## config.mk

```make
export PLATFORM = sky130hd
export DESIGN_NAME = irc_line_tokenizer_core
export DESIGN_NICKNAME = d
export VERILOG_FILES = /design/src/hw/rtl/irclt_pkg.sv /design/src/hw/rtl/irc_line_tokenizer_core.sv
export SDC_FILE = /design/constraint.sdc
export NUM_CORES = 1
export LEC_CHECK = 0
export BUFFER_PORTS_ARGS = -buffer_cell sky130_fd_sc_hd__buf_4
export CAP_MARGIN = 20
export CORE_UTILIZATION = 58
export DETAILED_ROUTE_END_ITERATION = 6
export GPL_ROUTABILITY_DRIVEN = 1
export HOLD_SLACK_MARGIN = 0.02
export PLACE_DENSITY = 0.95
export SETUP_SLACK_MARGIN = 0.5
export SLEW_MARGIN = 20
export SYNTH_ARGS = -nofsm -noshare
export SYNTH_HDL_FRONTEND = slang
export SYNTH_SLANG_ARGS = --single-unit
```

## constraint.sdc

```tcl
create_clock -name i_clk -period 4.8 [get_ports i_clk]
set_clock_uncertainty 0.2 [all_clocks]
set_input_delay 0.24 -clock i_clk [delete_from_list [all_inputs] [get_ports i_clk]]
set_output_delay 0.24 -clock i_clk [all_outputs]
set_load 0.01 [all_outputs]
```

## src/hw/rtl/irclt_pkg.sv

```systemverilog
`timescale 1ns / 1ps
// ----------------------------------------------------------------------------
// irclt_pkg
// Shared types and constants for the IRC line tokeniser: parse phases,
// byte roles, delimiter characters and default limits.
// ----------------------------------------------------------------------------
package irclt_pkg;

    // Default limit on counted parameters per line
    localparam int MAX_PARAMS_DEF = 15;

    // Largest value the 4-bit index and total fields can carry
    localparam int FIELD_MAX = 15;

    // Delimiter characters
    localparam logic [7:0] CH_COLON = 8'h3A;
    localparam logic [7:0] CH_SPACE = 8'h20;

    // Position within the current line
    typedef enum logic [2:0] {
        PH_START  = 3'd0,
        PH_SENDER = 3'd1,
        PH_CMD    = 3'd2,
        PH_PARAM  = 3'd3,
        PH_TEXT   = 3'd4
    } t_phase;

    // Role reported for each byte
    typedef enum logic [2:0] {
        ROLE_SENDER = 3'd0,
        ROLE_CMD    = 3'd1,
        ROLE_PARAM  = 3'd2,
        ROLE_TEXT   = 3'd3,
        ROLE_DELIM  = 3'd4
    } t_role;

endpackage

```

## src/hw/rtl/irc_line_tokenizer_core.sv

```systemverilog
`timescale 1ns / 1ps
// ----------------------------------------------------------------------------
// irc_line_tokenizer_core
// Classifies each byte of an IRC line as sender, command, parameter,
// trailing text or delimiter, and reports per-line totals on the last byte.
//
//   Channel | Handshake                | Payload
//   --------+--------------------------+---------------------------------------
//   input   | i_in_valid / o_in_ready  | i_line_byte, i_line_last
//   output  | o_out_valid / i_out_ready| o_echo_byte, o_byte_role,
//           |                          | o_param_index, o_field_start,
//           |                          | o_line_done, o_param_total,
//           |                          | o_text_present, o_param_overflow
//
// One byte per clock sustained while the output is not stalled; each input
// transaction passes through the input register, then the result register.
// The single parse step between the two registers sets the rate.
// When the output is stalled the result register holds and the input
// register fills, after which o_in_ready drops.
// Synchronous active-low reset returns the parser to line start.
// ----------------------------------------------------------------------------
module irc_line_tokenizer_core #(
    parameter int MAX_PARAMS = irclt_pkg::MAX_PARAMS_DEF
) (
    input  logic       i_clk,
    input  logic       i_rst_n,
    // input channel
    input  logic       i_in_valid,
    output logic       o_in_ready,
    input  logic [7:0] i_line_byte,
    input  logic       i_line_last,
    // output channel
    output logic       o_out_valid,
    input  logic       i_out_ready,
    output logic [7:0] o_echo_byte,
    output logic [2:0] o_byte_role,
    output logic [3:0] o_param_index,
    output logic       o_field_start,
    output logic       o_line_done,
    output logic [3:0] o_param_total,
    output logic       o_text_present,
    output logic       o_param_overflow
);

    localparam int CNT_W = $clog2(MAX_PARAMS + 1);
    localparam int EXT_W = (CNT_W + 1 > 5) ? CNT_W + 1 : 5;

    // input register
    logic              r_in_valid;
    logic [7:0]        r_in_byte;
    logic              r_in_last;

    // parser state
    irclt_pkg::t_phase r_phase, n_phase;
    logic [CNT_W-1:0]  r_cnt, n_cnt;
    logic              r_after_sep, n_after_sep;
    logic              r_ovf_seen, n_ovf_seen;
    logic              r_text_seen, n_text_seen;

    // result of the current byte
    irclt_pkg::t_role  n_role;
    logic [3:0]        n_pidx;
    logic              n_start;
    logic [3:0]        n_total;
    logic              n_text_out;
    logic              n_ovf_out;

    // result register
    logic              r_out_valid;
    logic [7:0]        r_echo;
    irclt_pkg::t_role  r_role;
    logic [3:0]        r_pidx;
    logic              r_start;
    logic              r_done;
    logic [3:0]        r_total;
    logic              r_text;
    logic              r_ovf;

    logic              w_adv;
    logic [EXT_W-1:0]  w_sum;
    logic [EXT_W-1:0]  w_sum_cap;

    // advance the parse stage when the result register is free or draining
    assign w_adv      = !r_out_valid || i_out_ready;
    assign o_in_ready = !r_in_valid || w_adv;

    // capture the incoming transaction
    always_ff @(posedge i_clk) begin
        if (!i_rst_n) begin
            r_in_valid <= 1'b0;
        end else if (o_in_ready) begin
            r_in_valid <= i_in_valid;
        end
        if (o_in_ready && i_in_valid) begin
            r_in_byte <= i_line_byte;
            r_in_last <= i_line_last;
        end
    end

    // next state and per-byte result
    always_comb begin
        n_phase     = r_phase;
        n_cnt       = r_cnt;
        n_after_sep = r_after_sep;
        n_ovf_seen  = r_ovf_seen;
        n_text_seen = r_text_seen;
        n_role      = irclt_pkg::ROLE_DELIM;
        n_pidx      = 4'd0;
        n_start     = 1'b0;
        n_total     = 4'd0;
        n_text_out  = 1'b0;
        n_ovf_out   = 1'b0;
        w_sum       = '0;
        w_sum_cap   = '0;

        case (r_phase)
            irclt_pkg::PH_START: begin
                if (r_in_byte == irclt_pkg::CH_COLON) begin
                    n_phase     = irclt_pkg::PH_SENDER;
                    n_after_sep = 1'b1;
                end else if (r_in_byte == irclt_pkg::CH_SPACE) begin
                    n_phase     = irclt_pkg::PH_PARAM;
                    n_after_sep = 1'b1;
                end else begin
                    n_role      = irclt_pkg::ROLE_CMD;
                    n_start     = 1'b1;
                    n_phase     = irclt_pkg::PH_CMD;
                    n_after_sep = 1'b0;
                end
            end
            irclt_pkg::PH_SENDER: begin
                if (r_in_byte == irclt_pkg::CH_SPACE) begin
                    n_phase     = irclt_pkg::PH_CMD;
                    n_after_sep = 1'b1;
                end else begin
                    n_role      = irclt_pkg::ROLE_SENDER;
                    n_start     = r_after_sep;
                    n_after_sep = 1'b0;
                end
            end
            irclt_pkg::PH_CMD: begin
                if (r_in_byte == irclt_pkg::CH_SPACE) begin
                    n_phase     = irclt_pkg::PH_PARAM;
                    n_after_sep = 1'b1;
                end else begin
                    n_role      = irclt_pkg::ROLE_CMD;
                    n_start     = r_after_sep;
                    n_after_sep = 1'b0;
                end
            end
            irclt_pkg::PH_PARAM: begin
                if (r_in_byte == irclt_pkg::CH_SPACE) begin
                    // count the separator, saturating at the limit
                    if (r_cnt >= CNT_W'(MAX_PARAMS)) begin
                        n_ovf_seen = 1'b1;
                    end else begin
                        n_cnt = r_cnt + 1'b1;
                    end
                    n_after_sep = 1'b1;
                end else if (r_in_byte == irclt_pkg::CH_COLON && r_after_sep) begin
                    n_phase     = irclt_pkg::PH_TEXT;
                    n_text_seen = 1'b1;
                end else begin
                    n_role      = irclt_pkg::ROLE_PARAM;
                    n_pidx      = (EXT_W'(r_cnt) > EXT_W'(irclt_pkg::FIELD_MAX)) ?
                                  4'(irclt_pkg::FIELD_MAX) : 4'(r_cnt);
                    n_start     = r_after_sep;
                    n_after_sep = 1'b0;
                end
            end
            default: begin
                n_role      = irclt_pkg::ROLE_TEXT;
                n_start     = r_after_sep;
                n_after_sep = 1'b0;
            end
        endcase

        // line totals on the last byte, then return to line start
        if (r_in_last) begin
            w_sum = EXT_W'(n_cnt) + EXT_W'(n_phase == irclt_pkg::PH_PARAM);
            n_ovf_out = n_ovf_seen;
            if (w_sum > EXT_W'(MAX_PARAMS)) begin
                w_sum_cap = EXT_W'(MAX_PARAMS);
                n_ovf_out = 1'b1;
            end else begin
                w_sum_cap = w_sum;
            end
            n_total = (w_sum_cap > EXT_W'(irclt_pkg::FIELD_MAX)) ?
                      4'(irclt_pkg::FIELD_MAX) : 4'(w_sum_cap);
            n_text_out  = n_text_seen;
            n_phase     = irclt_pkg::PH_START;
            n_cnt       = '0;
            n_after_sep = 1'b0;
            n_ovf_seen  = 1'b0;
            n_text_seen = 1'b0;
        end
    end

    // hold parser state; advance on each byte that moves to the result
    always_ff @(posedge i_clk) begin
        if (!i_rst_n) begin
            r_phase     <= irclt_pkg::PH_START;
            r_cnt       <= '0;
            r_after_sep <= 1'b0;
            r_ovf_seen  <= 1'b0;
            r_text_seen <= 1'b0;
        end else if (w_adv && r_in_valid) begin
            r_phase     <= n_phase;
            r_cnt       <= n_cnt;
            r_after_sep <= n_after_sep;
            r_ovf_seen  <= n_ovf_seen;
            r_text_seen <= n_text_seen;
        end
    end

    // result register
    always_ff @(posedge i_clk) begin
        if (!i_rst_n) begin
            r_out_valid <= 1'b0;
        end else if (w_adv) begin
            r_out_valid <= r_in_valid;
        end
        if (w_adv && r_in_valid) begin
            r_echo  <= r_in_byte;
            r_role  <= n_role;
            r_pidx  <= n_pidx;
            r_start <= n_start;
            r_done  <= r_in_last;
            r_total <= n_total;
            r_text  <= n_text_out;
            r_ovf   <= n_ovf_out;
        end
    end

    assign o_out_valid      = r_out_valid;
    assign o_echo_byte      = r_echo;
    assign o_byte_role      = r_role;
    assign o_param_index    = r_pidx;
    assign o_field_start    = r_start;
    assign o_line_done      = r_done;
    assign o_param_total    = r_total;
    assign o_text_present   = r_text;
    assign o_param_overflow = r_ovf;

endmodule

```

======== Word-level counts from Yosys, hierarchy flattened ========
Cells that the tools add are included.
word-level totals
  flip-flop bits (word level) ............. 44
cells by class
  add/subtract/negate cells ............... 2
  magnitude comparators ................... 3
  equality and inequality tests ........... 7
  mux-type cells .......................... 42
  bitwise logic cells ..................... 1
  reductions and logical operators ........ 11
operators by type and width
  cell                 count
  $mux 3               10
  $pmux 3 s4           2
  $mux 1               20
  $mux 4               5
  $eq 8x6->1 const B   2
  $gt 5x4->1 const B   2
  $mux 5               2
  $eq 3x2->1 const B   3
  $pmux 1 s3           2
  $add 4x1->5          1
  $add 4x1->4 const B  1
  $ge 4x4->1 const B   1
  $ne 4x4->1 const B   1
  $eq 3x1->1 const B   1
  $logic_and 1x1->1    3
  $logic_not 3->1      1
  $reduce_or 3->1      1
  $logic_not 1->1      2
  $logic_or 1x1->1     2
  $mux 2               1
  $reduce_and 2->1     1
  $reduce_or 2->1      1
  $not 1->1            1

======== Logic depth before layout (Yosys ltp) ========
Gate-level depths: netlist of run 1.
  depth in word-level cells ............... 12
  depth in mapped cells ................... 11

======== Worst setup path before layout of run 1 ========
No wires, ideal clock.
  path kind ............................... reg-to-reg
  start ................................... register r_in_byte[0]
  end ..................................... register r_total[3] (netlist: o_param_total[3]), data pin
  setup time .............................. 256 ps
  arrival ................................. 2387 ps
  data required time ...................... 4344 ps
  slack ................................... 1956 ps
  cell stages (with the launch flop) ...... 11
  cell sequence ........................... edfxtp_1 -> or4_4 -> buf_6 -> a211oi_1 -> o21bai_1 -> nor2_1 -> ha_1 -> ha_1 -> nor4b_1 -> and3_1 -> nor3_1
on the way
  longest elaborated chain between the ends .. 12
  elaborated cells on any way between the ends .. 19
  classes of those cells .................. add/sub (1); order compare (2); eq/ne (3); mux (12); reduce/logical (1)
ends and longest elaborated chain
  element                 line                                                            RTL
  from (decl)             irc_line_tokenizer_core.sv:50                                   logic [7:0] r_in_byte;
  from (signal assigned)  irc_line_tokenizer_core.sv:95                                   r_in_byte <= i_line_byte;
  $eq 8x6->1              irc_line_tokenizer_core.sv:118, irc_line_tokenizer_core.sv:160
  $logic_and 1x1->1       irc_line_tokenizer_core.sv:160                                  end else if (r_in_byte == irclt_pkg::CH_COLON && r_after_sep) begin
  $mux 3                  irc_line_tokenizer_core.sv:160
  $mux 3                  irc_line_tokenizer_core.sv:152                                  if (r_in_byte == irclt_pkg::CH_SPACE) begin
  $pmux 3 s4              irc_line_tokenizer_core.sv:116                                  case (r_phase)
  $eq 3x2->1              irc_line_tokenizer_core.sv:180                                  w_sum = EXT_W'(n_cnt) + EXT_W'(n_phase == irclt_pkg::PH_PARAM);
  $add 4x1->5 (*)         irc_line_tokenizer_core.sv:180
  $gt 5x4->1              irc_line_tokenizer_core.sv:182                                  if (w_sum > EXT_W'(MAX_PARAMS)) begin
  $mux 5 (*)              irc_line_tokenizer_core.sv:182
  $mux 5 (*)              irc_line_tokenizer_core.sv:179                                  if (r_in_last) begin
  $gt 5x4->1              irc_line_tokenizer_core.sv:188                                  n_total = (w_sum_cap > EXT_W'(irclt_pkg::FIELD_MAX)) ?
  $mux 4 (*)              irc_line_tokenizer_core.sv:188
  to (signal assigned)    irc_line_tokenizer_core.sv:229                                  r_total <= n_total;
  to (decl)               irc_line_tokenizer_core.sv:75                                   logic [3:0] r_total;
Every way passes the cells marked *; elsewhere a longest branch is shown, timed or not. The select of a mux whose other input is x is not followed.
A chain may end at the register's enable or synchronous reset.

======== Worst setup path in the final report of run 1 ========
Ends and elaborated chain as after synthesis.

==> results of run 1 <==
==> critical path: stages (launching register included) <==
cell	delay, ns
edfxtp_1	0.44
nor4_2	0.65
nand4_1	0.33
xnor2_1	0.22
ha_1	0.24
ha_1	0.23
nor4b_1	0.32
and3_1	0.20
nor3_1	0.05
==> layout by cell type, fill, tap and decap left out, types with 2 or more instances in the layout <==
cell type / instances
nand2_1: 8
inv_1: 2
clkbuf_4: 5
and3_1: 2
nor2b_1: 7
a21boi_1: 2
dlygate4sd3_1: 12
nand4_1: 3
dfxtp_1: 12
a22oi_1: 3
a21boi_0: 2
ha_1: 3
nand2b_1: 2
and2_1: 5
nand3_1: 2
nor4_4: 2
a211oi_1: 2
buf_4: 37
a21oi_1: 10
nor2_1: 7
nand3b_1: 3
o21a_1: 6
o21ai_0: 8
nor3_1: 5
edfxtp_1: 32
==> cells in the mapped netlist (all sizes together) (2+ instances only) <==
cell | n | share of area (%)
a211oi | 2 | 0.76
a21boi | 4 | 1.5
a21oi | 10 | 2.5
a22oi | 3 | 1.1
and2 | 5 | 1.6
and3 | 3 | 1.2
buf | 2 | 0.82
clkbuf | 5 | 0.95
dfxtp | 12 | 12
edfxtp | 32 | 49
ha | 3 | 1.9
inv | 3 | 0.57
mux2 | 2 | 1.3
nand2 | 8 | 1.5
nand2b | 2 | 0.63
nand3 | 2 | 0.51
nand3b | 3 | 1.1
nand4 | 3 | 0.95
nor2 | 8 | 1.6
nor2b | 7 | 2.2
nor3 | 5 | 1.3
nor4 | 4 | 3.1
nor4b | 2 | 1.2
o21a | 6 | 2.3
o21ai | 8 | 2.0
or2 | 2 | 0.63
or4 | 2 | 0.95
==> state kept, by name (all words and copies together) (netlist names), 3 cells and up <==
signal and count:
o_echo_byte 8, r_in_byte 8, o_param_index 4, o_param_total 4, r_cnt 4, o_byte_role 3, r_phase 3
==> stage by stage <==
step	hold WS [ns]	instance area, um2
CTS	0.0888	2480
floorplan	0.139	1980
detailed placement	0.219	2280
finish	0.104	2480
global route	0.115	2480
global placement	0.218	2280
==> cell families after synthesis <==
kind of cell / after synthesis
simple gates: 59
flops: 44
compound gates: 41
buf+inv: 10
fa+ha+maj: 3
mux: 2
xor+xnor: 1
==> final cells by class <==
type | instances | share of cell area, %
timing repair buffer | 49 | 16.0
tap | 44 | 2.22
clock inverter | 2 | 1.36
inverter | 3 | 0.454
sequential | 44 | 48.4
clock buffer | 6 | 2.07
multi-input combinational | 106 | 29.5
==> final timing paths <==
kind / slack, ns / to / depth (start not counted)
hold / removal: 0.10 / r_in_valid$_SDFFE_PN0N_ / 4
setup reg to reg: 1.70 / o_param_total[3]$_SDFFCE_PN0P_ / 8
setup / recovery: 1.70 / o_param_total[3]$_SDFFCE_PN0P_ / 8
hold reg to reg: 0.31 / r_ovf_seen$_SDFFE_PN0P_ / 2
==> power by group through the flow <==
stage | sequential [uW] | combinational (uW) | clock [uW]
floorplan | 444 | 24.7 | 0
global placement | 442 | 51.4 | 0
detailed placement | 443 | 53.1 | 0
CTS | 435 | 61.5 | 235
global route | 437 | 66.5 | 248
finish | 435 | 62.0 | 231
==> layer usage <==
metal / global-route usage (%) / vias up
met5: 0 / -
met4: 10.3 / 0
met3: 6.61 / 10
met2: 43.0 / 65
met1: 30.1 / 739
li1: - / 704
==> results_dict.tcl, run 1 <==
set metrics [dict create \
    cts_sinks 44 \
    m1WireLength_um 1620 \
    critPathLaunchType "flop" \
    die_area_mm2 0.00365 \
    grt_remaining_overflow 0 \
    instances_no_fill 254 \
    drtAntennaViolNets 0 \
    intPower_uw 578 \
    ir_drop_mv 0.234 \
    timing.fmax_mhz 322 \
    rows 20 \
    synth-xor-area-share_pct 0.443 \
    synth_top_family_by_area "simple AND/OR/NAND/NOR gates" \
    antenna_found_initial 0 \
    clock_power_share_pct 31.7 \
    dp_hpwl_um 2720 \
    worst_slew_margin_rel_pct 54.7 \
    synth_nets 176 \
    cp.arrival_ns 3.01 \
    hold_start "i_out_ready" \
    drc 0 \
    cp.required_ns 4.71 \
    highest_layer "met4" \
    cts_buffer_depth 2 \
    insertedDiodeCount 0 \
    insertion_delay_ns 0.35 \
    hold_viol 0 \
    start_util_pct 62.7 \
    postCtsSetupRepairBufs 0 \
    synth-seq-area-share_pct 60.7 \
    ys_ff_latch 44 \
    dp_cells 234 \
    worst_slack_ns 1.70 \
    fin_util_pct 78.7 \
    syn2layout_area_growth_pct 25.4 \
    status "finished, final reports clean" \
    syn_inst 160 \
    critPathKind "reg -> reg" \
    synth_simple_gate_area_share_pct 19.9 \
    met3_wirelength_um 228 \
    num_vias 1518 \
    die_w_um 60.4 \
    path_max_fanout 7 \
    synthAdderAreaFrac_pct 1.90 \
    synth_edf_count 32 \
    cts_hold_buf 12 \
    seqPwrFrac_pct 59.8 \
    fin_setup_tns_ns 0 \
    cp-end-kind "flop" \
    die_h_um 60.4 \
    numCtsBuffers 5 \
    synth.cell_area_mm2 0.00198 \
    grt_max_degree 27 \
    power.density_mw_per_mm2 293 \
    grt_pass1_vias 1452 \
    cts_resized 0 \
    wl_met2_um 2140 \
    min_period_over_period_pct 64.7 \
    comb_power_share_pct 8.5 \
    yosysUniqueCellTypes 50 \
    multi_input_area_um2 731 \
    ioPinCount 38 \
    port_buffers 37 \
    final_nets 225 \
    yosysWarningCount 0 \
    worst_slew_pin_slew_ns 0.674 \
    period_needed_ns 3.10 \
    slew_violations 0 \
    switching_share_pct 20.6 \
    place_ws_ns 1.79 \
    switching_power_uw 150 \
    grt_usage_pct 25.1 \
    clkSlewWorstSetupHoldPaths_ns 0.11 \
    avgSynthCellArea_um2 12.4 \
    root_buffer "clkbuf_4" \
    grt_pass1_wl_um 6530 \
    ff_latch_area_mm2 0.00120 \
    synth-main-ff-cell "edfxtp_1" \
    gp_congestion 0.948 \
    worstHoldPathType "in -> reg" \
    routed_wl_um 4070 \
    r2r-start "r_in_byte[0]$_DFFE_PP_" \
    setup_viol 0 \
    drt_pre_antenna_iters 4 \
    synth_compound_area_share_pct 13.3 \
    postSynth.asyncResetShare_pct 0 \
    power_uw 728 \
    crit_path_start "r_in_byte[0]$_DFFE_PP_" \
    drive_above_1_share_pct 26.2 \
    cts_tree "done" \
    synthMuxAreaShare_pct 1.33 \
    p_leak_uw 0.000935 \
    htree_levels 2 \
    wire_per_inst_um 16.0 \
    drt_iter0_drc 74 \
    routed_via_density 5.98 \
    n_fill_cell 211 \
    cap_violations 0 \
    rsz0062_at_grt "no" \
    core_mm2 0.00315 \
]
No activity file was read; power rests on OpenSTA's default activity.
==> inputs of run 2 (changes only) <==
- CORE_UTILIZATION: 58 -> 54
- PLACE_DENSITY: 0.95 -> 0.9
- clock period: 4.8 -> 3.2 ns (I/O delays scaled with it)
==> results_dict.tcl, run 2 (synthesis results as in run 1) <==
set metrics [dict create \
    rsz0062_at_grt "yes" \
    fin_setup_tns_ns 0 \
    dp_hpwl_um 2660 \
    drt_iter0_drc 99 \
    cp-end-kind "flop" \
    ff_latch_area_mm2 0.00120 \
    ir_drop_mv 0.299 \
    grt_max_degree 27 \
    p_leak_uw 0.00102 \
    final_nets 241 \
    die_h_um 62.5 \
    die_area_mm2 0.00391 \
    switching_power_uw 236 \
    switching_share_pct 23.3 \
    critPathLaunchType "flop" \
    die_w_um 62.5 \
    port_buffers 37 \
    root_buffer "clkbuf_4" \
    power.density_mw_per_mm2 380 \
    crit_path_start "r_in_byte[2]$_DFFE_PP_" \
    insertedDiodeCount 0 \
    n_fill_cell 209 \
    cp.required_ns 3.20 \
    clkSlewWorstSetupHoldPaths_ns 0.12 \
    start_util_pct 57.9 \
    seqPwrFrac_pct 64.5 \
    slew_violations 0 \
    hold_viol 0 \
    routed_wl_um 4440 \
    status "finished, final reports clean" \
    hold-path-cell-count 1 \
    grt_pass1_wl_um 7130 \
    timing.rr.end "o_param_total[3]$_SDFFCE_PN0P_" \
    hold_path_end "r_text_seen$_SDFFE_PN0P_" \
    htree_levels 2 \
    intPower_uw 776 \
    timing.fmax_mhz 353 \
    instances_no_fill 272 \
    drive_above_1_share_pct 34.1 \
    clock_power_share_pct 24.6 \
    grt_pass1_vias 1495 \
    hold_start "r_text_seen$_SDFFE_PN0P_" \
    layout_common_cells "buf_4, edfxtp_1, dlygate4sd3_1, dfxtp_1, a21oi_1" \
    grt_usage_pct 23.9 \
    grt_remaining_overflow 0 \
    cap_violations 0 \
    rr_worst_depth 10 \
    cts_tree "done" \
    rows 21 \
    final_common_cell "buf_4" \
    drc 0 \
    r2r-start "r_in_byte[2]$_DFFE_PP_" \
    ioPinCount 38 \
    path_max_fanout 5 \
    worst_slew_margin_rel_pct 64.2 \
    insertion_delay_ns 0.35 \
    num_vias 1561 \
    cts_sinks 44 \
    worstHoldPathType "reg -> reg" \
    rrSetupSlack_ns 0.37 \
    syn2layout_area_growth_pct 34.5 \
    period_needed_ns 2.83 \
    routed_via_density 5.74 \
    fin_util_pct 77.9 \
    drt_pre_antenna_iters 5 \
    cp.arrival_ns 2.83 \
    setup_viol 0 \
    worst_slew_pin_slew_ns 0.531 \
    dp_cells 238 \
    core_mm2 0.00342 \
    min_period_over_period_pct 88.6 \
    drtAntennaViolNets 0 \
    multi_input_area_um2 806 \
    numCtsBuffers 5 \
    cts_buffer_depth 2 \
    gp_congestion 0.885 \
    critPathKind "reg -> reg" \
    antenna_found_initial 0 \
    comb_power_share_pct 10.9 \
    wire_per_inst_um 16.3 \
]
[run 2: cell types whose count changed in the layout (fill, tap and decap cells not counted), sizes merged]
cell         delta
clkbuf          -1
bufinv          -1
buf            +14
dlygate4sd3     +2
clkinv          +2
[run 2: worst max-delay path by stage]
stage                                endpoint  depth (start not counted)
3_3_place_gp   o_param_total[3]$_SDFFCE_PN0P_                          8
2_1_floorplan  o_param_total[3]$_SDFFCE_PN0P_                         10
3_5_place_dp   o_param_total[3]$_SDFFCE_PN0P_                          9
6_report       o_param_total[3]$_SDFFCE_PN0P_                         10
5_1_grt        o_param_total[3]$_SDFFCE_PN0P_                         10
4_1_cts        o_param_total[3]$_SDFFCE_PN0P_                          9
[run 2: area by class of cell]
class	count	share of cell area, %
Sequential cell	44	45.1
Clock buffer	5	1.41
Timing Repair Buffer	65	20.1
Inverter	3	0.423
Multi-Input combinational cell	106	30.3
Tap cell	46	2.16
Clock inverter	3	0.517
[run 2: power groups by stage]
stage / sequential (uW) / clock, uW / combinational [uW]
after floorplan: 665 / 0 / 37.4
after global placement: 664 / 0 / 78.9
after detailed placement: 665 / 0 / 80.6
after CTS: 651 / 254 / 105
after global routing: 655 / 275 / 118
final: 653 / 249 / 110
[run 2: stage by stage]
stage	hold WS [ns]	total power, uW	cell area (um2)	setup slack (ns)
3_5_place_dp	0.140	746	2300	0.365
2_1_floorplan	0.0589	703	1990	0.501
4_1_cts	0.287	1010	2610	0.494
6_report	0.284	1010	2660	0.366
3_3_place_gp	0.139	743	2300	0.439
5_1_grt	0.301	1050	2660	0.304
[run 2: per-layer routing]
| layer | up-vias | track usage (%) | share of wire (%) |
|---|---|---|---|
| li1 | 742 | - | - |
| met1 | 730 | 28.4 | 39 |
| met2 | 80 | 42.1 | 51 |
| met3 | 9 | 6.20 | 8.2 |
| met4 | 0 | 6.98 | 1.7 |
| met5 | - | 0 | 0 |
[run 2: repair_timing]
action,in CTS,in global routing
gates resized for setup,6,6
pin swaps,6,7
hold buffers,14,0
endpoints found under the setup margin,5,5
setup buffers,10,2
hold endpoints to repair,17,0
[run 2: critical path, cell delays in order (launching register included)]
cell,delay (ns)
edfxtp_1,0.48
or4_4,0.60
nor3_2,0.19
o22ai_2,0.11
o21a_1,0.19
nor2_1,0.12
ha_2,0.24
ha_4,0.17
nor4b_4,0.05
and3_1,0.17
nor3_1,0.17
